## src/hw/rtl/upd_pkg.sv

```systemverilog
package upd_pkg;

	// special characters of the encoding
	localparam logic [7:0] CH_PLUS    = 8'h2B;
	localparam logic [7:0] CH_PERCENT = 8'h25;
	localparam logic [7:0] CH_SPACE   = 8'h20;

	// configuration space
	localparam int ADDR_W = 3;
	localparam int DATA_W = 32;
	localparam logic REG_PLUS_AS_SPACE = 1'b0;
	localparam logic PLUS_AS_SPACE_RST = 1'b1;

	localparam int QUEUE_DEPTH_DEF = 2;
	localparam int MAX_RESULTS     = 3;

	// lookahead held by the front
	typedef enum logic [1:0] {
		HELD_NONE,
		HELD_PCT,
		HELD_DIGIT
	} upd_held_t;

	// one classified word: up to three output bytes
	typedef struct packed {
		logic [1:0]                         cnt;
		logic [MAX_RESULTS-1:0][7:0]        data;
		logic                               last;
	} upd_entry_t;

	typedef struct packed {
		logic       valid;
		upd_entry_t entry;
	} upd_push_t;

	typedef struct packed {
		logic full;
		logic empty;
	} upd_qstat_t;

	// {is_hex, nibble}
	function automatic logic [4:0] hex_decode(input logic [7:0] b);
		logic [4:0] r;
		r = '0;
		if (b inside {[8'h30:8'h39]}) begin
			r = {1'b1, b[3:0]};
		end else if (b inside {[8'h41:8'h46], [8'h61:8'h66]}) begin
			r = {1'b1, b[3:0] + 4'd9};
		end
		return r;
	endfunction

endpackage

```

## src/hw/rtl/upd_ifs.sv

```systemverilog
interface upd_in_if;
	logic       valid;
	logic       ready;
	logic [7:0] in_byte;
	logic       in_last;

	modport source (output valid, in_byte, in_last, input ready);
	modport sink (input valid, in_byte, in_last, output ready);
endinterface

interface upd_out_if;
	logic       valid;
	logic       ready;
	logic [7:0] out_byte;
	logic       out_last;

	modport source (output valid, out_byte, out_last, input ready);
	modport sink (input valid, out_byte, out_last, output ready);
endinterface

```

## src/hw/rtl/upd_front.sv

```systemverilog
module upd_front
	import upd_pkg::*;
(
	input  logic        clk,
	input  logic        arst_n,
	input  logic        plus_as_space,
	upd_in_if.sink      enc,
	input  upd_qstat_t  qstat,
	output upd_push_t   push
);

	upd_held_t  held_q, held_d;
	logic [7:0] digit_q, digit_d;
	logic [4:0] hx, hx_held;
	logic       is_hex, p_hold, accept;
	logic [7:0] p_byte;
	upd_entry_t ent;

	assign enc.ready = !qstat.full;
	assign accept    = enc.valid && enc.ready;

	always_comb begin
		hx      = hex_decode(enc.in_byte);
		hx_held = hex_decode(digit_q);
		is_hex  = hx[4];
		// byte handled with nothing held
		p_hold  = (enc.in_byte == CH_PERCENT) && !enc.in_last;
		p_byte  = (enc.in_byte == CH_PLUS && plus_as_space) ? CH_SPACE : enc.in_byte;
		ent     = '0;
		held_d  = held_q;
		digit_d = digit_q;
		case (held_q)
			HELD_NONE: begin
				if (p_hold) begin
					held_d = HELD_PCT;
				end else begin
					ent.cnt     = 2'd1;
					ent.data[0] = p_byte;
				end
			end
			HELD_PCT: begin
				if (is_hex && !enc.in_last) begin
					held_d  = HELD_DIGIT;
					digit_d = enc.in_byte;
				end else begin
					held_d      = HELD_NONE;
					ent.data[0] = CH_PERCENT;
					if (is_hex) begin
						ent.cnt     = 2'd2;
						ent.data[1] = enc.in_byte;
					end else if (p_hold) begin
						ent.cnt = 2'd1;
						held_d  = HELD_PCT;
					end else begin
						ent.cnt     = 2'd2;
						ent.data[1] = p_byte;
					end
				end
			end
			HELD_DIGIT: begin
				held_d = HELD_NONE;
				if (is_hex) begin
					ent.cnt     = 2'd1;
					ent.data[0] = {hx_held[3:0], hx[3:0]};
				end else begin
					ent.data[0] = CH_PERCENT;
					ent.data[1] = digit_q;
					if (p_hold) begin
						ent.cnt = 2'd2;
						held_d  = HELD_PCT;
					end else begin
						ent.cnt     = 2'd3;
						ent.data[2] = p_byte;
					end
				end
			end
			default: begin
				held_d = HELD_NONE;
			end
		endcase
		// end of string flushes the lookahead
		if (enc.in_last) begin
			held_d = HELD_NONE;
		end
		ent.last = enc.in_last;
	end

	assign push.valid = accept && (ent.cnt != 2'd0);
	assign push.entry = ent;

	always_ff @(posedge clk or negedge arst_n) begin
		if (!arst_n) begin
			held_q <= HELD_NONE;
		end else if (accept) begin
			held_q <= held_d;
		end
	end

	always_ff @(posedge clk) begin
		if (accept) begin
			digit_q <= digit_d;
		end
	end

endmodule

```

## src/hw/rtl/upd_queue.sv

```systemverilog
module upd_queue
	import upd_pkg::*;
#(
	parameter int DEPTH = QUEUE_DEPTH_DEF
) (
	input  logic        clk,
	input  logic        arst_n,
	input  upd_push_t   push,
	input  logic        pop,
	output upd_entry_t  head,
	output upd_qstat_t  qstat
);

	localparam int PTR_W = (DEPTH > 1) ? $clog2(DEPTH) : 1;
	localparam int CNT_W = $clog2(DEPTH + 1);

	upd_entry_t       mem [DEPTH];
	logic [PTR_W-1:0] wr_ptr_q, rd_ptr_q;
	logic [CNT_W-1:0] count_q;
	logic             do_pop;

	function automatic logic [PTR_W-1:0] ptr_next(input logic [PTR_W-1:0] p);
		return (p == PTR_W'(DEPTH - 1)) ? '0 : p + 1'b1;
	endfunction

	assign qstat.full  = (count_q == CNT_W'(DEPTH));
	assign qstat.empty = (count_q == '0);
	assign head        = mem[rd_ptr_q];
	assign do_pop      = pop && !qstat.empty;

	always_ff @(posedge clk or negedge arst_n) begin
		if (!arst_n) begin
			wr_ptr_q <= '0;
			rd_ptr_q <= '0;
			count_q  <= '0;
		end else begin
			if (push.valid) begin
				wr_ptr_q <= ptr_next(wr_ptr_q);
			end
			if (do_pop) begin
				rd_ptr_q <= ptr_next(rd_ptr_q);
			end
			if (push.valid && !do_pop) begin
				count_q <= count_q + 1'b1;
			end else if (!push.valid && do_pop) begin
				count_q <= count_q - 1'b1;
			end
		end
	end

	always_ff @(posedge clk) begin
		if (push.valid) begin
			mem[wr_ptr_q] <= push.entry;
		end
	end

endmodule

```

## src/hw/rtl/upd_back.sv

```systemverilog
module upd_back
	import upd_pkg::*;
(
	input  logic        clk,
	input  logic        arst_n,
	input  upd_entry_t  head,
	input  upd_qstat_t  qstat,
	output logic        pop,
	upd_out_if.source   dec
);

	logic [1:0] pos_q;
	logic       valid_q, last_q;
	logic [7:0] byte_q;
	logic       load, sending, final_byte;

	assign load       = !valid_q || dec.ready;
	assign sending    = load && !qstat.empty;
	assign final_byte = (pos_q == head.cnt - 2'd1);
	assign pop        = sending && final_byte;

	assign dec.valid    = valid_q;
	assign dec.out_byte = byte_q;
	assign dec.out_last = last_q;

	always_ff @(posedge clk or negedge arst_n) begin
		if (!arst_n) begin
			valid_q <= 1'b0;
			pos_q   <= '0;
		end else begin
			if (load) begin
				valid_q <= !qstat.empty;
			end
			if (sending) begin
				pos_q <= final_byte ? 2'd0 : pos_q + 2'd1;
			end
		end
	end

	always_ff @(posedge clk) begin
		if (sending) begin
			byte_q <= head.data[pos_q];
			last_q <= head.last && final_byte;
		end
	end

endmodule

```

## src/hw/rtl/url_percent_decoder.sv

```systemverilog
// path: a word that yields output is written into the queue, then its first decoded byte
//   moves into the output register; throughput: one input word per cycle while each yields
//   at most one byte and dec.ready holds; the output register sends one byte per cycle unless
//   stalled, so words that yield two or three bytes fill the queue and the input stalls once it is full
// reset: arst_n asynchronous, active low; clears lookahead, queue and output; plus_as_space = 1
module url_percent_decoder
	import upd_pkg::*;
#(
	parameter int QUEUE_DEPTH = QUEUE_DEPTH_DEF
) (
	input  logic              clk,
	input  logic              arst_n,
	upd_in_if.sink            enc,
	upd_out_if.source         dec,
	input  logic              psel,
	input  logic              penable,
	input  logic              pwrite,
	input  logic [ADDR_W-1:0] paddr,
	input  logic [DATA_W-1:0] pwdata,
	output logic [DATA_W-1:0] prdata,
	output logic              pready
);

	// configuration register
	logic       plus_as_space_q;
	logic       cfg_wr;

	// front to queue, queue to back
	upd_push_t  push;
	upd_entry_t head;
	upd_qstat_t qstat;
	logic       pop;

	// register index sits above the byte offset; index 0 only
	assign pready = 1'b1;
	assign cfg_wr = psel && penable && pwrite && pready && (paddr[2] == REG_PLUS_AS_SPACE);
	assign prdata = (paddr[2] == REG_PLUS_AS_SPACE) ?
		{{(DATA_W-1){1'b0}}, plus_as_space_q} : '0;

	always_ff @(posedge clk or negedge arst_n) begin
		if (!arst_n) begin
			plus_as_space_q <= PLUS_AS_SPACE_RST;
		end else if (cfg_wr) begin
			plus_as_space_q <= pwdata[0];
		end
	end

	// front: classifies each byte against the held lookahead, one queue word per input
	// that produces output (escape start and first digit produce none)
	upd_front u_front (
		.clk           (clk),
		.arst_n        (arst_n),
		.plus_as_space (plus_as_space_q),
		.enc           (enc),
		.qstat         (qstat),
		.push          (push)
	);

	// short queue decouples the front from output backpressure
	upd_queue #(
		.DEPTH (QUEUE_DEPTH)
	) u_queue (
		.clk    (clk),
		.arst_n (arst_n),
		.push   (push),
		.pop    (pop),
		.head   (head),
		.qstat  (qstat)
	);

	// back: serializes up to three bytes of the head word into the output register
	upd_back u_back (
		.clk    (clk),
		.arst_n (arst_n),
		.head   (head),
		.qstat  (qstat),
		.pop    (pop),
		.dec    (dec)
	);

	// a last byte always produces output, so it must reach the queue
	ap_last_pushed: assert property (@(posedge clk) disable iff (!arst_n)
		(enc.valid && enc.ready && enc.in_last) |-> push.valid)
		else $error("last word accepted without a queue push");

	// queue words are never empty
	ap_push_nonempty: assert property (@(posedge clk) disable iff (!arst_n)
		push.valid |-> (push.entry.cnt != 2'd0))
		else $error("queue word with no bytes");

	// the front must never write into a full queue
	ap_no_overflow: assert property (@(posedge clk) disable iff (!arst_n)
		push.valid |-> !qstat.full)
		else $error("push into full queue");

endmodule
```

## src/flat_wrapper.sv

```systemverilog
// flat-port wrapper written by rule: the top's interface ports become plain ports
module url_percent_decoder_flat import upd_pkg::*;
#(
	parameter int QUEUE_DEPTH = QUEUE_DEPTH_DEF
)
  (clk, arst_n, psel, penable, pwrite, paddr, pwdata, prdata, pready, enc_valid, enc_in_byte, enc_in_last, enc_ready, dec_valid, dec_out_byte, dec_out_last, dec_ready);
  upd_in_if enc_i ();
  upd_out_if dec_i ();
  input  logic clk;
  input  logic arst_n;
  input  logic psel;
  input  logic penable;
  input  logic pwrite;
  input  logic [ADDR_W-1:0] paddr;
  input  logic [DATA_W-1:0] pwdata;
  output logic [DATA_W-1:0] prdata;
  output logic pready;
  input wire logic [$bits(enc_i.valid)-1:0] enc_valid;
  input wire logic [$bits(enc_i.in_byte)-1:0] enc_in_byte;
  input wire logic [$bits(enc_i.in_last)-1:0] enc_in_last;
  output wire logic [$bits(enc_i.ready)-1:0] enc_ready;
  output wire logic [$bits(dec_i.valid)-1:0] dec_valid;
  output wire logic [$bits(dec_i.out_byte)-1:0] dec_out_byte;
  output wire logic [$bits(dec_i.out_last)-1:0] dec_out_last;
  input wire logic [$bits(dec_i.ready)-1:0] dec_ready;
  assign enc_i.valid = enc_valid;
  assign enc_i.in_byte = enc_in_byte;
  assign enc_i.in_last = enc_in_last;
  assign enc_ready = enc_i.ready;
  assign dec_valid = dec_i.valid;
  assign dec_out_byte = dec_i.out_byte;
  assign dec_out_last = dec_i.out_last;
  assign dec_i.ready = dec_ready;
  url_percent_decoder #(.QUEUE_DEPTH(QUEUE_DEPTH)) u_core (.clk(clk), .arst_n(arst_n), .enc(enc_i), .dec(dec_i), .psel(psel), .penable(penable), .pwrite(pwrite), .paddr(paddr), .pwdata(pwdata), .prdata(prdata), .pready(pready));
endmodule
```

## config.mk

```make
export PLATFORM = sky130hd
export DESIGN_NAME = url_percent_decoder_flat
export DESIGN_NICKNAME = d
export VERILOG_FILES = /design/src/hw/rtl/upd_pkg.sv /design/src/hw/rtl/upd_ifs.sv /design/src/hw/rtl/upd_front.sv /design/src/hw/rtl/upd_queue.sv /design/src/hw/rtl/upd_back.sv /design/src/hw/rtl/url_percent_decoder.sv /design/src/flat_wrapper.sv
export SDC_FILE = /design/constraint.sdc
export NUM_CORES = 1
export LEC_CHECK = 0
export ABC_AREA = 1
export BUFFER_PORTS_ARGS = -buffer_cell sky130_fd_sc_hd__buf_2
export CAP_MARGIN = 10
export CORE_ASPECT_RATIO = 1.25
export CORE_MARGIN = 2
export CORE_UTILIZATION = 45
export CTS_BUF_LIST = sky130_fd_sc_hd__clkbuf_8
export CTS_CLUSTER_DIAMETER = 60
export DETAILED_ROUTE_END_ITERATION = 16
export PLACE_DENSITY = 0.74
export SLEW_MARGIN = 10
export SYNTH_ARGS = -nofsm -noshare
export SYNTH_HDL_FRONTEND = slang
export SYNTH_SLANG_ARGS = --single-unit
```

## constraint.sdc

```tcl
create_clock -name clk -period 2.55 [get_ports clk]
set_input_delay 0.255 -clock clk [delete_from_list [all_inputs] [get_ports clk]]
set_output_delay 0.255 -clock clk [all_outputs]
set_load 0.05 [all_outputs]
```

Word-level counts from Yosys, hierarchy flattened
Memory sizes are Yosys's and may differ from the RTL's.
Cells that the tools add are included.
{"block": "classes", "addsub": 8, "mul": 0, "div_mod_pow": 0, "magnitude_cmp": 13, "n_eq_ne": 7, "shift": 0, "mux": 36, "bitwise": 1, "n_reduce_logical": 35}
{"cell": "$mux 8", "n": 6}
{"cell": "$ge 8x7->1 const B", "n": 4}
{"cell": "$le 8x7->1 const B", "n": 4}
{"cell": "$mux 16", "n": 2}
{"cell": "$pmux 8 s3", "n": 1}
{"cell": "$logic_and 1x1->1", "n": 20}
{"cell": "$mux 2", "n": 10}
{"cell": "$bmux 8 s2", "n": 1}
{"cell": "$eq 8x6->1 const B", "n": 2}
{"cell": "$ge 8x6->1 const B", "n": 2}
{"cell": "$le 8x6->1 const B", "n": 2}
{"cell": "$pmux 8 s2", "n": 1}
{"cell": "$pmux 2 s3", "n": 2}
{"cell": "$mux 5", "n": 2}
{"cell": "$mux 1", "n": 9}
{"cell": "$add 4x4->4 const B", "n": 2}
{"cell": "$mux 4", "n": 2}
{"cell": "$reduce_bool 2->1", "n": 4}
{"cell": "$logic_not 1->1", "n": 6}
{"cell": "$add 2x1->2 const B", "n": 2}
{"cell": "$eq 2x2->1 const B", "n": 2}
{"cell": "$logic_not 2->1", "n": 2}
{"cell": "$sub 2x1->2 const B", "n": 2}
{"cell": "$lt 2x3->1 const B", "n": 1}
{"cell": "8 further kinds", "n": 9}
{"block": "word_totals", "ff_bits": 27, "latchBits": 0, "mem_bits_rw": 54, "romBits": 0, "inputBits": 51, "n_memories": 1}
{"memory": "u_core.u_queue.mem", "words": 2, "width": 27, "rd": 1, "rd_clocked_by_memory_dff": 0, "wr": 1, "line": "upd_queue.sv:17", "text": "upd_entry_t mem [DEPTH];"}

Longest topological paths before layout
Gate-level depths: netlist of run 1.
{"block": "depth", "depth_word": 14, "ltp_mapped": 17, "mapped_depth_nobuf": 17}

Hierarchy
A second synthesis of run 1 with hierarchy kept.
{"block": "hier_totals", "cells_unflattened": 484, "hier_area_um2": 4486.8}
{"mod": "upd_queue", "n_inst": 1, "cells_per_inst": 168, "area_per_inst_um2": 2199.6, "seq_area_each_um2": 1721.7}
{"mod": "upd_front", "n_inst": 1, "cells_per_inst": 192, "area_per_inst_um2": 1281.2, "seq_area_each_um2": 290.3}
{"mod": "upd_back", "n_inst": 1, "cells_per_inst": 79, "area_per_inst_um2": 690.7, "seq_area_each_um2": 345.3}
{"mod": "url_percent_decoder", "n_inst": 1, "cells_per_inst": 45, "area_per_inst_um2": 315.3, "seq_area_each_um2": 26.3}

Worst setup path before layout of run 1
OpenSTA, ideal clock, no wires.
{"block": "synth_path", "kind": "input to register", "start": "input enc_in_byte[1]", "end": "memory u_core.u_queue.mem[1][0] (netlist bit) (enable)", "arrival_time_ns": 2.461, "required_ns": 2.139, "slack_ns": -0.322, "path_stages": 12, "path_buffers": 0, "cell_sequence": "inv_1 > ha_1 > inv_1 > nor3_4 > nand3_4 > clkinv_2 > nand2_2 > nand2_1 > nand2_1 > nand2_2 > nand2_2 > nor2_1"}
{"block": "synth_via", "elab_chain_cells": 12, "word_cells_on_any_way": 26, "cone_classes": "order compare (6); eq/ne (1); mux (11); reduce/logical (8)"}
{"element": "start, declared", "line": "flat_wrapper.sv:19", "text": "input wire logic [$bits(enc_i.in_byte)-1:0] enc_in_byte;"}
{"element": "$ge 8x7->1 or $le 8x7->1 (tied branches)", "line": "upd_pkg.sv:47", "text": "end else if (b inside {[8'h41:8'h46], [8'h61:8'h66]}) begin"}
{"element": "$logic_and 1x1->1", "line": "upd_pkg.sv:47"}
{"element": "$reduce_bool 2->1", "line": "upd_pkg.sv:47"}
{"element": "$mux 5", "line": "upd_pkg.sv:47"}
{"element": "$mux 5", "line": "upd_pkg.sv:45", "text": "if (b inside {[8'h30:8'h39]}) begin"}
{"element": "$mux 2 or $logic_and 1x1->1 (tied branches)", "line": "upd_front.sv:48, upd_front.sv:42"}
{"element": "$mux 2", "line": "upd_front.sv:42", "text": "if (is_hex && !enc.in_last) begin"}
{"element": "$pmux 2 s3 (*)", "line": "upd_front.sv:32", "text": "case (held_q)"}
{"element": "$reduce_bool 2->1 (*)", "line": "upd_front.sv:88", "text": "assign push.valid = accept && (ent.cnt != 2'd0);"}
{"element": "$logic_and 1x1->1 (*)", "line": "upd_front.sv:88"}
{"element": "$mux 1 (*)", "line": "upd_queue.sv:52", "text": "if (push.valid) begin"}
{"element": "$mux 1 (not written as such) (*)", "line": "upd_queue.sv:53", "text": "mem[wr_ptr_q] <= push.entry;"}
{"element": "end, declared", "line": "upd_queue.sv:17"}
Mark *: on every way between the ends. The rest lies on a longest branch, timed or not.

==> flow_metrics.tcl, run 1 <==
set metrics [dict create \
    worstPathCellList "buf_2, inv_1, ha_1, inv_1, nand3_1, nand3_1, nand2_4, nand2_2, nand3_2, nand2_1, nand2_1, nand2_2, nand2_2, inv_1, ha_1, a21oi_1, o21ai_0, xor2_1" \
    drv_slew 0 \
    antennaDiodeCount 0 \
    grt_start_max_net_pins 28 \
    viasPerCell 4.932 \
    rows 39 \
    slew_headroom 0.6191 \
    yosys.area.top_type_share 0.5067 \
    setup_viol 0 \
    crit_type "input pin to flip-flop" \
    synthToLayoutAreaGrowth_pct 10.47 \
    synth.avg_cell_area_um2 9.924 \
    io_pins 95 \
    fmax_mhz 463.8 \
    reg2reg_depth 13 \
    cts_max_level 3 \
    die_width_um 90.49 \
    clockBufferDepth 2 \
    dpl.hpwl_um 5735 \
    hold_slack_ps 144.4 \
    rsz0062_at_grt "false" \
    crit_path_max_incr_delay_ps 290 \
    fill_cells 826 \
    cp.arrival_ps 2380 \
    ys_types 40 \
    crit_path_start_kind "input pin" \
    drt_iter0_drc 233 \
    worstReg2RegStart "u_core.u_front.held_q[0]" \
    grt_pass1_vias 2882 \
    antenna_found_initial 0 \
    ant_nets 0 \
    seq_area_frac_synth 0.5665 \
    ir_drop_v 0.0004598 \
    path_clk_slew_ps 80 \
    ys_seq_elements 81 \
    die_h_um 112.1 \
    setup_tns_ps 0 \
    cp_top_family "simple AND/OR/NAND/NOR gates" \
    hold_start "enc_in_byte[1]" \
    firstDrtPassIters 4 \
    cts_resized 0 \
    cts_tree "done" \
    drc 0 \
    r2r_setup_slack_ps 460 \
    cp_num_buf_inv 4 \
    wl_per_cell_um 13.27 \
    leakage_nw 1.974 \
    dr_total_vias 2915 \
    path_max_fanout 7 \
    dieArea_um2 10140 \
    min_path_cells 1 \
    grt-ovfl-total 0 \
    reg2reg_to "u_core.u_queue.count_q[1]" \
    clock_sinks 81 \
    postSynthCellCount 424 \
    register_area_um2 2384 \
    fin_worst_skew_ps 10.62 \
    layout-drive-gt1-share 0.1603 \
    place_congestion 0.8717 \
    period_share 0.8455 \
    hold_class "input pin to flip-flop" \
    required_ps 2770 \
    finalHoldViolations 0 \
    min_to "u_core.u_front.digit_q[1]" \
    final_cell_mix "nand2_1 (74), edfxtp_1 (71), nor2_1 (52), inv_1 (39), o21ai_0 (35)" \
    grt_pass1_wl_um 13220 \
    design.final.nets 526 \
    clk_latency_ps 340 \
    yosysTopAreaCell "edfxtp_1" \
    multi_input_area_um2 1459 \
    start_util 0.4611 \
    core_um2 9125 \
    cp_slowest_cell "ha_1" \
    synth.area.top_cells "edfxtp_1 (51%), nand2_1 (6.6%), buf_4 (5.7%)" \
    worst_pin_slew_ps 566.1 \
    cp-end-kind "flip-flop" \
    post-place-ws_ps 47.15 \
    drv_cap 0 \
    portBuffers 29 \
    root_buffer "clkbuf_8" \
    routed_wl_um 7841 \
    layout_commonest_cell "nand2_1" \
    grtUsageTotal 0.1651 \
    setup_ws_ps 394.1 \
    syn_area_um2 4208 \
    totalPowerFinal_mw 5.123 \
    status "completed" \
    critical_path_depth 18 \
    fin_crit_ps 2156 \
    powerDensity_nw_per_um2 1102 \
    synth_warnings 0 \
    cts_buffers 9 \
]
==> registers in the layout, indices dropped and copies added (netlist names) <==
name,cells
u_core.u_back.dec.out_last,1
u_core.u_queue.wr_ptr_q,1
u_core.u_back.dec.valid,1
u_core.u_queue.count_q,2
u_core.u_front.held_q,2
u_core.u_back.dec.out_byte,8
u_core.u_back.pos_q,2
u_core.plus_as_space_q,1
u_core.u_queue.mem,54
u_core.u_queue.rd_ptr_q,1
u_core.u_front.digit_q,8
==> timing repair <==
item                                   4_1_cts  5_1_grt
hold buffers                                 1        0
buffers inserted                             0        0
endpoints found under the hold margin       10        0
==> metal layers <==
metal  share of wire  wire length (µm)  global-route usage
met2            0.52              4093              0.2900
met4           0.015               114             0.06359
met3           0.055               433             0.04094
met1            0.41              3199              0.1946
met5               0                 0                   0
==> logic make-up (layout without fill, tap and decap cells) <==
kind of cell | Yosys count | in the layout | synth area share
simple gates | 166 | 166 | 0.1737
buf+inv | 88 | 102 | 0.1142
flops | 81 | 81 | 0.5665
compound gates | 67 | 67 | 0.09129
fa+ha+maj | 12 | 12 | 0.03568
xor+xnor | 7 | 7 | 0.01457
other cells | 2 | 32 | 0.001785
mux | 1 | 1 | 0.002379
==> per-stage QoR <==
stage / utilization / cell area, µm² / std cells
CTS: 0.5094 / 4648 / 591
detailed placement: 0.4855 / 4431 / 574
floorplan: - / 4323 / 454
global route: 0.5094 / 4648 / 591
finish: 0.5094 / 4648 / 591
global placement: 0.4855 / 4431 / 574
==> area by class of cell <==
type	instances	area share
well taps	123	0.03311
multi-input cells	285	0.3139
flip-flops and latches	81	0.5128
repair buffers	42	0.05814
inverters	44	0.03742
clock buffers	9	0.02665
clock inverters	7	0.01803
==> report_power, final <==
group          internal (mW)  switching [mW]  total (mW)
clock                  0.542           0.425       0.967
combinational          0.603            1.48        2.08
sequential              1.96           0.113        2.07
==> how the worst max path moves through the flow <==
stage                                       start                   endpoint  slack, ps
after global placement             enc_in_byte[1]  u_core.u_queue.count_q[1]         80
after detailed placement           enc_in_byte[1]  u_core.u_queue.count_q[1]         50
after global routing               enc_in_byte[1]  u_core.u_queue.count_q[1]        130
after CTS                          enc_in_byte[1]  u_core.u_queue.count_q[1]        410
final                              enc_in_byte[1]  u_core.u_queue.count_q[1]        390
after floorplan           u_core.u_back.dec.valid  u_core.u_queue.count_q[1]        130
==> synth_stat cells (all sizes together) <==
cell type,n
a41oi,1
o211ai,1
o2111ai,1
nor3,5
conb,2
buf,36
clkbuf,8
clkinv,1
a21boi,1
edfxtp,71
a21oi,16
a21o,1
mux2i,1
nand4,2
nor4,2
or2,2
inv,43
and3,1
xor2,6
nor2,53
dfrtp,9
o32ai,8
ha,12
xnor2,1
o21ai,37
nand2,82
dfstp,1
nand3,19
a32oi,1
No activity file was read; power rests on OpenSTA's default activity.
==> run 2: changes to the inputs <==
--- a/config.mk
+++ b/config.mk
@@ -5,7 +5,7 @@
 export SDC_FILE = /design/constraint.sdc
 export NUM_CORES = 1
 export LEC_CHECK = 0
-export ABC_AREA = 1
+export ABC_AREA = 0
 export BUFFER_PORTS_ARGS = -buffer_cell sky130_fd_sc_hd__buf_2
 export CAP_MARGIN = 10
 export CORE_ASPECT_RATIO = 1.25
==> constraint.sdc (replaced) <==
create_clock -name clk -period 1.75 [get_ports clk]
set_input_delay 0.175 -clock clk [delete_from_list [all_inputs] [get_ports clk]]
set_output_delay 0.175 -clock clk [all_outputs]
set_load 0.05 [all_outputs]
==> flow_metrics.tcl, run 2 <==
set metrics [dict create \
    worst_pin_slew_ps 541.4 \
    seq_area_frac_synth 0.5400 \
    cp_top_family "simple AND/OR/NAND/NOR gates" \
    fin_crit_ps 2011 \
    ant_nets 0 \
    ys_types 66 \
    synth-compound-area-share 0.1077 \
    antennaDiodeCount 0 \
    viasPerCell 5.471 \
    worstPathCellList "buf_4, mux2i_1, or3_4, a21o_1, ha_4, xor2_1, nor2_1, xor2_1" \
    drv_cap 0 \
    setup_tns_ps -6584 \
    portBuffers 29 \
    slew_headroom 0.6340 \
    cts_max_level 3 \
    period_share 1.149 \
    synthToLayoutAreaGrowth_pct 35.23 \
    dr_total_vias 3310 \
    grt_pass1_wl_um 15730 \
    setup_viol 48 \
    syn_area_um2 4414 \
    rows 40 \
    grt_pass1_vias 3230 \
    start_util 0.4618 \
    p_seq_frac 0.360 \
    synth_edf_count 71 \
    drt_iter0_drc 177 \
    path_clk_slew_ps 80 \
    synth.avg_cell_area_um2 12.33 \
    drc 0 \
    grt-ovfl-total 0 \
    final_cell_count_no_fill 605 \
    largest-register "u_core.u_queue.mem" \
    cts_buffers 9 \
    powerDensity_nw_per_um2 1429 \
    yosysTopAreaCell "edfxtp_1" \
    grtUsageTotal 0.1942 \
    async_reset_ff_frac 0.1235 \
    final_cell_mix "buf_4 (71), edfxtp_1 (71), nand2_1 (34), conb_1 (32), buf_2 (29)" \
    pwr-share-comb 0.506 \
    synth_ff_type "edfxtp_1" \
    hold_start "pwdata[0]" \
    crit_path_start_kind "flip-flop" \
    p_sw_mw 3.305 \
    die_width_um 92.59 \
    grt_start_max_net_pins 18 \
    cp-end-kind "flip-flop" \
    min_path_cells 2 \
    clkPwrFrac 0.134 \
    wl_per_cell_um 17.33 \
    largest_reg_flops 54 \
    place_inst 569 \
    yosysMostFrequentCell "edfxtp_1" \
    dieArea_um2 10620 \
    clk_latency_ps 340 \
    finalHoldViolations 0 \
    fill_cells 699 \
    layout-drive-gt1-share 0.4509 \
    cp_num_buf_inv 1 \
    switching_share 0.3875 \
    place_congestion 0.8849 \
    synth_top_family_by_area "simple AND/OR/NAND/NOR gates" \
    design.final.nets 538 \
    cp_common_cell "xor2_1" \
    clockBufferDepth 2 \
    synth-adder-area-share 0.03401 \
    required_ps 2010 \
    fin_worst_skew_ps 11.05 \
    hold_class "input pin to flip-flop" \
    synthSimpleGateAreaFrac 0.1409 \
    core_um2 9559 \
    cp.arrival_ps 2270 \
    reg2reg_to "u_core.u_queue.count_q[1]" \
    violations "negative setup slack" \
    leakage_nw 2.327 \
    crit_type "flip-flop to flip-flop" \
    rsz0062_at_grt "true" \
    die_h_um 114.7 \
    synth_xor_area_frac 0.009637 \
    intPower_mw 5.224 \
    ys_seq_elements 81 \
    postSynthCellCount 358 \
    io_pins 95 \
    yosys.area.top_type_share 0.4830 \
    synth.area.top_cells "edfxtp_1 (48%), buf_4 (5.4%), dfrtp_1 (5.1%)" \
    crit_path_max_incr_delay_ps 440 \
    reg2reg_depth 8 \
    min_to "u_core.plus_as_space_q" \
    root_buffer "clkbuf_8" \
    setup_ws_ps -261.4 \
    clock_sinks 81 \
    cp_slowest_cell "dfrtp_2" \
    synthTopCellsByCount "edfxtp_1 (71), nand2_1 (34), buf_4 (32)" \
    worstReg2RegStart "u_core.u_queue.rd_ptr_q" \
    cts_tree "done" \
    drv_slew 0 \
    path_max_fanout 3 \
    fmax_mhz 497.2 \
    ir_drop_v 0.0007316 \
    firstDrtPassIters 5 \
    muxShareOfSynthArea 0.08560 \
    antenna_found_initial 0 \
    synth_warnings 0 \
    dpl.hpwl_um 7219 \
    r2r_setup_slack_ps -260 \
    status "finished, violations left" \
    routed_wl_um 10480 \
]
==> run 2: final cells by class <==
type | instances | area, µm² | area share
multi-input combinational | 248 | 2216 | 0.3712
inverter | 16 | 70.07 | 0.01174
clock buffer | 9 | 123.9 | 0.02075
timing repair buffer | 119 | 977.2 | 0.1637
clock inverter | 6 | 37.54 | 0.006288
tap | 126 | 157.7 | 0.02641
sequential | 81 | 2387 | 0.3999
==> run 2: power by group through the flow <==
stage                     clock network (mW)  registers [mW]  logic [mW]
final                                   1.14            3.07        4.31
after global routing                    1.22            3.13        4.58
after CTS                               1.14            3.06        4.14
after detailed placement                   0            3.09        3.51
after global placement                     0            3.06        3.42
after floorplan                            0            3.49        2.06
==> run 2: logic make-up after synthesis <==
kind of cell               Yosys count
DFF                                 81
buffers and inverters               59
and+or+nand+nor                    106
other                                2
xor gates and xnor gates             4
AOI/OAI and AO/OA                   68
adders and majority gates           12
muxes                               26
==> run 2: what timing repair did <==
action,in CTS,in global routing
cloned,5,0
endpoints found under the setup margin,91,107
hold endpoints to repair,10,0
buffers inserted,11,10
pin swaps,9,14
hold buffers,1,0
resized for setup,51,46
==> run 2: layer usage <==
metal,track usage,part of all wire,vias to the layer above
met5,0,0,-
met4,0.09154,0.036,0
met3,0.03801,0.051,28
met2,0.3669,0.54,129
met1,0.2066,0.37,1622
li1,-,-,1531
==> run 2: stage by stage <==
stage	utilization	setup slack [ps]	area [µm²]	hold WS (ps)	total power, mW
CTS	0.5999	-259.8	5734	58.01	8.350
finish	0.6245	-261.4	5969	70.98	8.529
global route	0.6245	-343.7	5969	63.85	8.936
detailed placement	0.5384	-371.6	5146	51.41	6.603
floorplan	-	-659.0	4606	-120.6	5.547
global placement	0.5384	-310.9	5146	49.83	6.481
==> run 2: worst max path at each step <==
| stage | endpoint | start | cells after the start | slack (ps) |
|---|---|---|---|---|
| after floorplan | u_core.u_queue.mem[1][0] | u_core.u_front.held_q[0] | 7 | -660 |
| after global placement | u_core.u_queue.count_q[1] | enc_in_byte[1] | 12 | -310 |
| after detailed placement | u_core.u_queue.count_q[1] | enc_in_byte[1] | 12 | -370 |
| after CTS | u_core.u_queue.count_q[1] | u_core.u_front.held_q[1] | 11 | -260 |
| after global routing | u_core.u_queue.count_q[1] | u_core.u_queue.rd_ptr_q | 9 | -340 |
| final | u_core.u_queue.count_q[1] | u_core.u_queue.rd_ptr_q | 8 | -260 |
==> run 2: worst register-to-register path: cells and delay by family (launching register included) <==
family                   cells  cell delay (ps)
adder cells (fa/ha/maj)      1              160
multiplexers                 1              140
flip-flops                   1              440
XOR/XNOR                     2              300
AND/OR/NAND/NOR              2              540
AO/OA/AOI/OAI                1              210
buffers and inverters        1              150
==> run 3: changes to the inputs <==
--- a/config.mk
+++ b/config.mk
@@ -19,3 +19,4 @@
 export SYNTH_ARGS = -nofsm -noshare
 export SYNTH_HDL_FRONTEND = slang
 export SYNTH_SLANG_ARGS = --single-unit
+export TNS_END_PERCENT = 20
==> flow_metrics.tcl, run 3 (synthesized netlist as in run 2, its figures left out) <==
set metrics [dict create \
    io_pins 95 \
    dr_total_vias 3226 \
    place_congestion 1.019 \
    cts_buffers 9 \
    rsz0062_at_grt "true" \
    synthToLayoutAreaGrowth_pct 29.31 \
    period_share 1.140 \
    leakage_nw 2.261 \
    rows 40 \
    place_inst 566 \
    slew_headroom 0.6493 \
    ant_nets 0 \
    cp_slowest_cell "dfrtp_2" \
    cts_max_level 3 \
    core_um2 9559 \
    drv_cap 0 \
    firstDrtPassIters 4 \
    layout-drive-gt1-share 0.4077 \
    cp_top_family "simple AND/OR/NAND/NOR gates" \
    fin_area_um2 5708 \
    portBuffers 29 \
    root_buffer "clkbuf_8" \
    ir_drop_v 0.0006267 \
    final_cell_count_no_fill 592 \
    fin_worst_skew_ps 9.307 \
    antennaDiodeCount 0 \
    hold_class "input pin to flip-flop" \
    totalPowerFinal_mw 8.627 \
    worst_pin_slew_ps 520.5 \
    fin_crit_ps 1996 \
    grt_pass1_wl_um 15770 \
    layout_commonest_cell "edfxtp_1" \
    clock_sinks 81 \
    hold_slack_ps 45.16 \
    grt_start_max_net_pins 28 \
    p_sw_mw 3.200 \
    final_cell_mix "edfxtp_1 (71), buf_4 (66), nand2_1 (34), conb_1 (32), buf_2 (29)" \
    cp_num_buf_inv 0 \
    drt_iter0_drc 224 \
    routed_wl_um 10110 \
    required_ps 2040 \
    crit_type "flip-flop to flip-flop" \
    final_core_util 0.5971 \
    fmax_mhz 501.1 \
    intPower_mw 5.427 \
    cp.arrival_ps 2290 \
    dpl.hpwl_um 7234 \
    finalHoldViolations 0 \
    grtUsageTotal 0.1956 \
    crit_path_max_incr_delay_ps 450 \
    path_max_fanout 3 \
    grt-ovfl-total 0 \
    dieArea_um2 10620 \
    p_seq_frac 0.357 \
    fill_cells 721 \
    status "finished, violations left" \
    cts_tree "done" \
    die_width_um 92.59 \
    cp_common_cell "xor2_1" \
    drv_slew 0 \
    worstPathCellList "mux2i_4, xnor2_2, or3_1, a21o_1, ha_4, xor2_1, nor2_1, xor2_1" \
    crit_path_start_kind "flip-flop" \
    viasPerCell 5.449 \
    clkPwrFrac 0.190 \
    clk_latency_ps 360 \
    place_area_um2 5119 \
    register_area_um2 2385 \
    setup_viol 73 \
    die_h_um 114.7 \
    grt_pass1_vias 3218 \
    pwr-share-comb 0.453 \
    largest-register "u_core.u_queue.mem" \
    antenna_found_initial 0 \
    clockBufferDepth 2 \
    switching_share 0.3709 \
    design.final.nets 524 \
    drc 0 \
    path_clk_slew_ps 80 \
    multi_input_area_um2 2058 \
    powerDensity_nw_per_um2 1511 \
    violations "negative setup slack" \
    wl_per_cell_um 17.08 \
    cp-end-kind "flip-flop" \
    start_util 0.4618 \
    r2r_setup_slack_ps -250 \
    largest_reg_flops 54 \
    setup_ws_ps -245.8 \
]
[run 3: cell type report]
type / instances / area share
sequential: 81 / 0.4178
multi-input combinational: 248 / 0.3606
timing repair buffer: 105 / 0.1407
tap: 126 / 0.02762
clock buffer: 9 / 0.02170
clock inverter: 7 / 0.02104
inverter: 16 / 0.01052
[run 3: through the flow]
step | setup WS (ps) | setup TNS, ps
after floorplan | -659.0 | -31980
after global placement | -279.8 | -18900
after detailed placement | -332.4 | -25530
after CTS | -262.6 | -7677
after global routing | -334.5 | -14160
final | -245.8 | -8171
[run 3: worst reg2reg max path, cell delays in order (launching register included)]
cell and delay, ps:
dfrtp_2 450, mux2i_4 210, xnor2_2 140, or3_1 360, a21o_1 220, ha_4 160
xor2_1 140, nor2_1 110, xor2_1 140
[run 3: final timing paths]
path / start / end / depth (start not counted)
max: u_core.u_queue.rd_ptr_q / u_core.u_queue.count_q[1] / 8
min: pwdata[0] / u_core.plus_as_space_q / 2
max reg2reg: u_core.u_queue.rd_ptr_q / u_core.u_queue.count_q[1] / 8
min reg2reg: u_core.u_back.dec.valid / u_core.u_back.dec.valid / 2
max in group asynchronous: arst_n / u_core.plus_as_space_q / 2
min in group asynchronous: arst_n / u_core.u_back.dec.valid / 2
[run 3: routing by layer]
layer | track usage | vias up | part of all wire
li1 | - | 1497 | -
met1 | 0.2211 | 1579 | 0.38
met2 | 0.3523 | 120 | 0.53
met3 | 0.03997 | 30 | 0.046
met4 | 0.09552 | 0 | 0.037
met5 | 0 | - | 0
[run 3: power by group through the flow]
stage / registers, mW / logic, mW / clock network [mW]
after floorplan: 3.49 / 2.04 / 0
after global placement: 3.07 / 3.36 / 0
after detailed placement: 3.11 / 3.46 / 0
after CTS: 3.08 / 3.72 / 1.65
after global routing: 3.14 / 4.17 / 1.73
final: 3.08 / 3.91 / 1.64
[run 3: what timing repair did]
action	CTS	global route
resized for setup	27	28
hold buffers	1	0
endpoints found under the setup margin	90	109
endpoints found under the hold margin	10	0
setup buffers	6	3
cloned	1	0
pin swaps	11	7
